`src/rtl/core/mm3_pkg.sv`:
```
package mm3_pkg;

  localparam logic [31:0] MIX_C1  = 32'hcc9e2d51;
  localparam logic [31:0] MIX_C2  = 32'h1b873593;
  localparam logic [31:0] MIX_ADD = 32'he6546b64;
  localparam logic [31:0] FIN_C1  = 32'h85ebca6b;
  localparam logic [31:0] FIN_C2  = 32'hc2b2ae35;
  localparam logic [31:0] MIX_MUL5 = 32'd5;

  typedef enum logic [2:0] {
    ST_IDLE,
    ST_MIX1,
    ST_MIX2,
    ST_MIX3,
    ST_ADD,
    ST_TAIL,
    ST_FIN1,
    ST_FIN2
  } state_t;

  typedef enum logic [2:0] {
    K_C1,
    K_C2,
    K_MUL5,
    K_F1,
    K_F2
  } mul_k_t;

  typedef struct packed {
    logic        en;
    mul_k_t      k;
    logic [31:0] a;
  } mul_req_t;

  function automatic logic [31:0] tail_mask(input logic [1:0] cnt);
    logic [31:0] m;
    unique case (cnt)
      2'd1:    m = 32'h000000ff;
      2'd2:    m = 32'h0000ffff;
      2'd3:    m = 32'h00ffffff;
      default: m = 32'hffffffff;
    endcase
    return m;
  endfunction

endpackage

```
`src/rtl/core/murmur3_32_hash_stream_unit.sv`:
```
// A full word runs mix steps MIX1, MIX2, MIX3 and ADD, a partial word MIX1, MIX2 and TAIL,
// all on the one shared constant multiplier; an empty word skips them. A last item then
// runs FIN1 and FIN2. A new item is taken only while the sequencer is idle.
// The next item is taken while a finished hash waits in the output register; a second
// finished hash waits in the product register and stalls the input until that register frees.
// Reset (rst_n low, synchronous) clears seed to zero, idles the sequencer, drops any result.
module murmur3_32_hash_stream_unit (
  input  logic        clk,
  input  logic        rst_n,
  input  logic        cfg_wr_en,
  input  logic [31:0] cfg_wr_data,
  input  logic        in_valid,
  output logic        in_stall,
  input  logic [31:0] in_data_word,
  input  logic [2:0]  in_byte_count,
  input  logic        in_last,
  output logic        out_valid,
  input  logic        out_stall,
  output logic [31:0] out_hash_value
);

  logic [31:0]       seed_r;
  mm3_pkg::mul_req_t mul_req;
  logic [31:0]       prod;

  always_ff @(posedge clk) begin
    if (!rst_n) begin
      seed_r <= 32'd0;
    end else if (cfg_wr_en) begin
      seed_r <= cfg_wr_data;
    end
  end

  mm3_seq u_seq (
    .clk            (clk),
    .rst_n          (rst_n),
    .seed           (seed_r),
    .in_valid       (in_valid),
    .in_stall       (in_stall),
    .in_data_word   (in_data_word),
    .in_byte_count  (in_byte_count),
    .in_last        (in_last),
    .out_valid      (out_valid),
    .out_stall      (out_stall),
    .out_hash_value (out_hash_value),
    .mul_req        (mul_req),
    .prod           (prod)
  );

  mm3_mul u_mul (
    .clk    (clk),
    .req    (mul_req),
    .prod_r (prod)
  );

endmodule

```
`src/rtl/core/mm3_mul.sv`:
```
module mm3_mul (
  input  logic              clk,
  input  mm3_pkg::mul_req_t req,
  output logic [31:0]       prod_r
);

  logic [31:0] kval;
  logic [31:0] prod_nxt;

  always_comb begin
    unique case (req.k)
      mm3_pkg::K_C1:   kval = mm3_pkg::MIX_C1;
      mm3_pkg::K_C2:   kval = mm3_pkg::MIX_C2;
      mm3_pkg::K_MUL5: kval = mm3_pkg::MIX_MUL5;
      mm3_pkg::K_F1:   kval = mm3_pkg::FIN_C1;
      mm3_pkg::K_F2:   kval = mm3_pkg::FIN_C2;
      default:         kval = mm3_pkg::MIX_C1;
    endcase
  end

  assign prod_nxt = req.a * kval;

  always_ff @(posedge clk) begin
    if (req.en) begin
      prod_r <= prod_nxt;
    end
  end

endmodule

```
`src/rtl/core/mm3_seq.sv`:
```
module mm3_seq (
  input  logic              clk,
  input  logic              rst_n,
  input  logic [31:0]       seed,
  input  logic              in_valid,
  output logic              in_stall,
  input  logic [31:0]       in_data_word,
  input  logic [2:0]        in_byte_count,
  input  logic              in_last,
  output logic              out_valid,
  input  logic              out_stall,
  output logic [31:0]       out_hash_value,
  output mm3_pkg::mul_req_t mul_req,
  input  logic [31:0]       prod
);

  mm3_pkg::state_t state_r, state_nxt;
  logic        in_msg_r, in_msg_nxt;
  logic [31:0] h_r, h_nxt;
  logic [31:0] len_r, len_nxt;
  logic [31:0] word_r, word_nxt;
  logic        last_r, last_nxt;
  logic        full_r, full_nxt;
  logic        out_valid_r, out_valid_nxt;
  logic [31:0] out_hash_r, out_hash_nxt;
  logic        pend_r, pend_nxt;

  logic        accept;
  logic [2:0]  cnt;
  logic [31:0] h_start;
  logic [31:0] len_start;
  logic [31:0] mix_x;
  logic [31:0] fin_x;
  logic [31:0] fin_a;
  logic [31:0] fin_b;
  logic [31:0] fin_h;
  logic        out_free;

  assign in_stall = (state_r != mm3_pkg::ST_IDLE) || (pend_r && !out_free);
  assign accept   = in_valid && !in_stall;
  assign cnt      = in_byte_count[2] ? 3'd4 : in_byte_count;
  assign h_start  = in_msg_r ? h_r : seed;
  assign len_start = in_msg_r ? len_r : 32'd0;
  assign out_free = !out_valid_r || !out_stall;

  assign mix_x = h_r ^ prod;
  assign fin_x = h_r ^ len_r;
  assign fin_a = fin_x ^ (fin_x >> 16);
  assign fin_b = prod ^ (prod >> 13);
  assign fin_h = prod ^ (prod >> 16);

  always_comb begin
    state_nxt     = state_r;
    in_msg_nxt    = in_msg_r;
    h_nxt         = h_r;
    len_nxt       = len_r;
    word_nxt      = word_r;
    last_nxt      = last_r;
    full_nxt      = full_r;
    out_valid_nxt = out_valid_r && out_stall;
    out_hash_nxt  = out_hash_r;
    mul_req.en    = 1'b0;
    mul_req.k     = mm3_pkg::K_C1;
    mul_req.a     = word_r;

    unique case (state_r)
      mm3_pkg::ST_IDLE: begin
        if (accept) begin
          h_nxt      = h_start;
          len_nxt    = len_start + {29'd0, cnt};
          word_nxt   = in_data_word & mm3_pkg::tail_mask(cnt[1:0]);
          last_nxt   = in_last;
          full_nxt   = cnt[2];
          in_msg_nxt = !in_last;
          if (cnt != 3'd0) begin
            state_nxt = mm3_pkg::ST_MIX1;
          end else if (in_last) begin
            state_nxt = mm3_pkg::ST_FIN1;
          end
        end
      end
      mm3_pkg::ST_MIX1: begin
        mul_req.en = 1'b1;
        mul_req.k  = mm3_pkg::K_C1;
        mul_req.a  = word_r;
        state_nxt  = mm3_pkg::ST_MIX2;
      end
      mm3_pkg::ST_MIX2: begin
        mul_req.en = 1'b1;
        mul_req.k  = mm3_pkg::K_C2;
        mul_req.a  = {prod[16:0], prod[31:17]};
        state_nxt  = full_r ? mm3_pkg::ST_MIX3 : mm3_pkg::ST_TAIL;
      end
      mm3_pkg::ST_MIX3: begin
        mul_req.en = 1'b1;
        mul_req.k  = mm3_pkg::K_MUL5;
        mul_req.a  = {mix_x[18:0], mix_x[31:19]};
        state_nxt  = mm3_pkg::ST_ADD;
      end
      mm3_pkg::ST_ADD: begin
        h_nxt     = prod + mm3_pkg::MIX_ADD;
        state_nxt = last_r ? mm3_pkg::ST_FIN1 : mm3_pkg::ST_IDLE;
      end
      mm3_pkg::ST_TAIL: begin
        h_nxt     = mix_x;
        state_nxt = last_r ? mm3_pkg::ST_FIN1 : mm3_pkg::ST_IDLE;
      end
      mm3_pkg::ST_FIN1: begin
        mul_req.en = 1'b1;
        mul_req.k  = mm3_pkg::K_F1;
        mul_req.a  = fin_a;
        state_nxt  = mm3_pkg::ST_FIN2;
      end
      mm3_pkg::ST_FIN2: begin
        mul_req.en = 1'b1;
        mul_req.k  = mm3_pkg::K_F2;
        mul_req.a  = fin_b;
        state_nxt  = mm3_pkg::ST_IDLE;
      end
      default: begin
        state_nxt = mm3_pkg::ST_IDLE;
      end
    endcase
  end

  always_comb begin
    pend_nxt = pend_r;
    if (state_r == mm3_pkg::ST_FIN2) begin
      pend_nxt = 1'b1;
    end else if (pend_r && out_free) begin
      pend_nxt = 1'b0;
    end
  end

  always_ff @(posedge clk) begin
    if (!rst_n) begin
      state_r     <= mm3_pkg::ST_IDLE;
      in_msg_r    <= 1'b0;
      out_valid_r <= 1'b0;
      pend_r      <= 1'b0;
    end else begin
      state_r     <= state_nxt;
      in_msg_r    <= in_msg_nxt;
      out_valid_r <= out_valid_nxt || (pend_r && out_free);
      pend_r      <= pend_nxt;
    end
  end

  always_ff @(posedge clk) begin
    h_r      <= h_nxt;
    len_r    <= len_nxt;
    word_r   <= word_nxt;
    last_r   <= last_nxt;
    full_r   <= full_nxt;
    out_hash_r <= (pend_r && out_free) ? fin_h : out_hash_nxt;
  end

  assign out_valid      = out_valid_r;
  assign out_hash_value = out_hash_r;

  a_mix_order: assert property (@(posedge clk) disable iff (!rst_n)
    state_r == mm3_pkg::ST_MIX1 |=> state_r == mm3_pkg::ST_MIX2)
    else $error("mix step skipped");

  a_msg_flag: assert property (@(posedge clk) disable iff (!rst_n)
    accept |=> in_msg_r == !$past(in_last))
    else $error("message flag not updated on item");

  a_empty_item: assert property (@(posedge clk) disable iff (!rst_n)
    accept && cnt == 3'd0 && !in_last |=> state_r == mm3_pkg::ST_IDLE)
    else $error("empty item started work");

  a_hold_result: assert property (@(posedge clk) disable iff (!rst_n)
    out_valid_r && out_stall |=> out_valid_r && $stable(out_hash_r))
    else $error("stalled result lost");

endmodule
```
`config.mk`:
```
export PLATFORM = sky130hd
export DESIGN_NAME = murmur3_32_hash_stream_unit
export DESIGN_NICKNAME = d
export VERILOG_FILES = /design/src/rtl/core/mm3_pkg.sv /design/src/rtl/core/murmur3_32_hash_stream_unit.sv /design/src/rtl/core/mm3_mul.sv /design/src/rtl/core/mm3_seq.sv
export SDC_FILE = /design/constraint.sdc
export NUM_CORES = 1
export LEC_CHECK = 0
export BUFFER_PORTS_ARGS = -buffer_cell sky130_fd_sc_hd__clkbuf_2
export CAP_MARGIN = 20
export CORE_MARGIN = 2
export CORE_UTILIZATION = 55
export CTS_CLUSTER_SIZE = 40
export DETAILED_ROUTE_END_ITERATION = 6
export HOLD_SLACK_MARGIN = 0.02
export PLACE_DENSITY = 0.7
export SKIP_CTS_REPAIR_TIMING = 1
export SYNTH_ARGS = -nofsm -noshare
export SYNTH_HDL_FRONTEND = slang
export SYNTH_SLANG_ARGS = --single-unit
```
`constraint.sdc`:
```
create_clock -name clk -period 16.4 [get_ports clk]
set_input_delay 2.46 -clock clk [delete_from_list [all_inputs] [get_ports clk]]
set_output_delay 2.46 -clock clk [all_outputs]
set_load 0.02 [all_outputs]
```
==> impl_metrics.py <==
metrics = {
    "setup_path": {
        "cp.arrival_ns": 10.99,
        "critPathKind": "flip-flop to flip-flop",
        "crit_buf_inv": 7,
        "cp-end-kind": "flip-flop",
        "cpMaxStageDelayCell": "nor3_2",
        "r2r_setup_slack_ns": 5.66,
        "crit_path_start_kind": "flip-flop",
        "path_depth": 32,
        "worstSetupStartpoint": "u_seq.state_r[2]",
        "required_ns": 16.65,
        "crit_family": "adder cells",
        "r2r-start": "u_seq.state_r[2]",
        "rr_endpoint": "u_mul.prod_r[31]",
        "rr_worst_depth": 32,
        "critPathMaxFanout": 45,
        "max_stage_delay_ns": 0.83,
        "cp-endpoint": "u_mul.prod_r[31]",
        "crit_top_cell": "fa_1",
    },
    "logic_synthesis": {
        "synth-seq-cells": 200,
        "yosysTopAreaCell": "fa_1",
        "synth_top_area_share_pct": 31.95,
        "syn_nets": 3191,
        "syn_avg_cell_area_um2": 9.754,
        "synth.area.top_cells": "fa_1 32%, edfxtp_1 19%, inv_1 8.3%, ha_1 6.7%, xnor2_1 4.6%",
        "ys_top_cells_by_count": "560 x inv_1, 402 x fa_1, 232 x nand2_1, 167 x nor2_1, 162 x edfxtp_1",
        "ys.flop_type": "edfxtp_1",
        "synthCells": 2582,
        "yosysSeqAreaShare_pct": 22.34,
        "yosys_warnings": 0,
        "syn_area_um2": 25190,
        "synthArstFlopShare_pct": 0,
        "yosysMostFrequentCell": "inv_1",
        "synth-edff-count": 162,
        "synthDistinctLibCells": 78,
    },
    "final_layout": {
        "diodes": 0,
        "area_delta_synth_final_pct": 7.045,
        "nNetsFinal": 3249,
        "drive_gt1_share_pct": 8.179,
    },
    "timing": {
        "finalSetupViolations": 0,
        "maxSlewHeadroom_pct": 26.25,
        "clock_skew_ns": 0.02403,
        "worst_pin_slew_ns": 1.104,
        "finalSetupTns_ns": 0,
        "final_hold_viol_count": 0,
        "slew_viol_final": 0,
        "rsz0062_at_grt": "false",
        "max_freq_mhz": 93.09,
        "period_share_pct": 65.50,
        "layout_min_cycle_time_ns": 10.74,
    },
    "die": {
        "start_util_pct": 55.62,
        "io_pins": 107,
        "rows": 78,
        "die_y_um": 218.0,
        "core_area_um2": 45280,
        "die-area_um2": 47520,
        "die_x_um": 218.0,
    },
    "clocking": {
        "max-clock-path-buffers": 2,
        "clock_latency_ns": 0.52,
        "cts.clk_slew.worst_paths_ns": 0.09,
        "htreeDepth": 4,
        "numCtsBuffers": 17,
        "clockRootBuffer": "clkbuf_16",
        "clock-sinks": 200,
        "cts_tree": "built",
    },
    "routing": {
        "route.detailed.drc": 0,
        "ant_nets": 0,
        "vias_per_cell": 5.923,
        "routed_wl_um": 97300,
        "firstDrtPassIters": 6,
        "drt_iter0_drc": 2182,
        "vias": 19270,
        "wl_per_cell_um": 29.91,
    },
    "run_status": {
        "status": "finished clean",
    },
    "global_route": {
        "grt_overflow": 0,
        "track_usage_pct": 42.52,
        "grt_max_degree": 72,
        "antenna_found_initial": 0,
        "grt_pass1_vias": 20060,
        "grt_pass1_wl_um": 139000,
    },
    "place": {
        "hpwl_um": 81580,
        "gp_congestion": 1.054,
        "io_buffers": 106,
    },
    "worst_hold_path": {
        "hold_path_class": "flip-flop to flip-flop",
    },
    "flow_run": {
        "cap_viol_max_count": 0,
    },
}
## worst register-to-register path: cells and delay by family (launching register included)
family	cells	cell delay [ns]
AND/OR/NAND/NOR	8	2.57
AO/OA/AOI/OAI	6	1.97
flip-flops	1	0.58
XOR/XNOR	2	0.29
adder cells (fa/ha/maj)	9	3.79
buffers and inverters	7	1.29
## registers in the layout (all words and copies together), names as in the netlist
| name | cells |
|---|---|
| seed_r | 32 |
| u_mul.prod_r | 32 |
| u_seq.h_r | 32 |
| u_seq.len_r | 32 |
| u_seq.out_hash_value | 32 |
| u_seq.word_r | 32 |
| u_seq.state_r | 3 |
| u_seq.full_r | 1 |
| u_seq.in_msg_r | 1 |
| u_seq.last_r | 1 |
| u_seq.out_valid | 1 |
| u_seq.pend_r | 1 |
## cell usage in the layout, fill, tap and decap left out, drive strengths merged, types with 12 or more instances in the layout
cell,count
nor2b,63
a21oi,91
or3,12
ha,134
xor2,110
xnor2,134
nand3,20
mux2i,44
edfxtp,162
nor2,172
buf,38
o21ai,86
inv,576
nand2b,16
o211ai,13
nand2,232
dfxtp,38
a211oi,24
and2,23
clkbuf,123
fa,402
nand4,12
a21o,17
## cells by family (layout without fill, tap and decap cells)
| kind of cell | after synthesis | in the layout | synth area share [%] |
|---|---|---|---|
| compound gates | 296 | 296 | 7.338 |
| xor+xnor | 246 | 246 | 8.724 |
| fa+ha+maj | 536 | 536 | 38.61 |
| buf+inv | 669 | 740 | 10.34 |
| flops | 200 | 200 | 22.34 |
| mux | 46 | 46 | 1.883 |
| simple gates | 589 | 589 | 10.77 |
## final cells by class
| type | count | area [um2] |
|---|---|---|
| Clock buffer | 17 | 425.4 |
| Clock inverter | 15 | 214.0 |
| Fill cell | 3999 | 18320 |
| Inverter | 564 | 2117 |
| Multi-Input combinational cell | 1713 | 17000 |
| Sequential cell | 200 | 5628 |
| Tap cell | 600 | 750.7 |
| Timing Repair Buffer | 144 | 828.3 |
## per-stage QoR
step	instances	hold WS [ns]	util, %	area (um2)	worst slack, ns
6_report	3253	0.5290	59.54	26960	5.658
5_1_grt	3253	0.5436	59.54	26960	5.319
4_1_cts	3252	0.5303	59.49	26940	5.900
3_5_place_dp	3220	0.5088	58.08	26300	5.981
3_3_place_gp	3218	0.5005	58.03	26280	5.500
2_1_floorplan	2582	0.4206	-	25190	8.237
## per-layer routing
| metal | vias to the layer above | share of wire [%] | global-route usage (%) |
|---|---|---|---|
| met5 | - | 0 | 0 |
| met2 | 1244 | 45 | 66.18 |
| met4 | 0 | 8.8 | 30.66 |
| li1 | 8102 | - | - |
| met3 | 364 | 9.6 | 9.637 |
| met1 | 9559 | 36 | 52.34 |
## worst min path at each step
stage,end,start,cells after the start,slack (ns)
global route,seed_r[21],seed_r[21],2,0.54
CTS,u_seq.out_valid,u_seq.pend_r,2,0.53
detailed placement,seed_r[21],seed_r[21],2,0.51
global placement,seed_r[5],seed_r[5],2,0.50
finish,u_seq.out_valid,u_seq.pend_r,2,0.53
floorplan,u_seq.out_hash_value[16],u_mul.prod_r[16],0,0.42
Power is not shown: default switching activity piles up to over one toggle a cycle in this logic, so the estimate is an artifact.
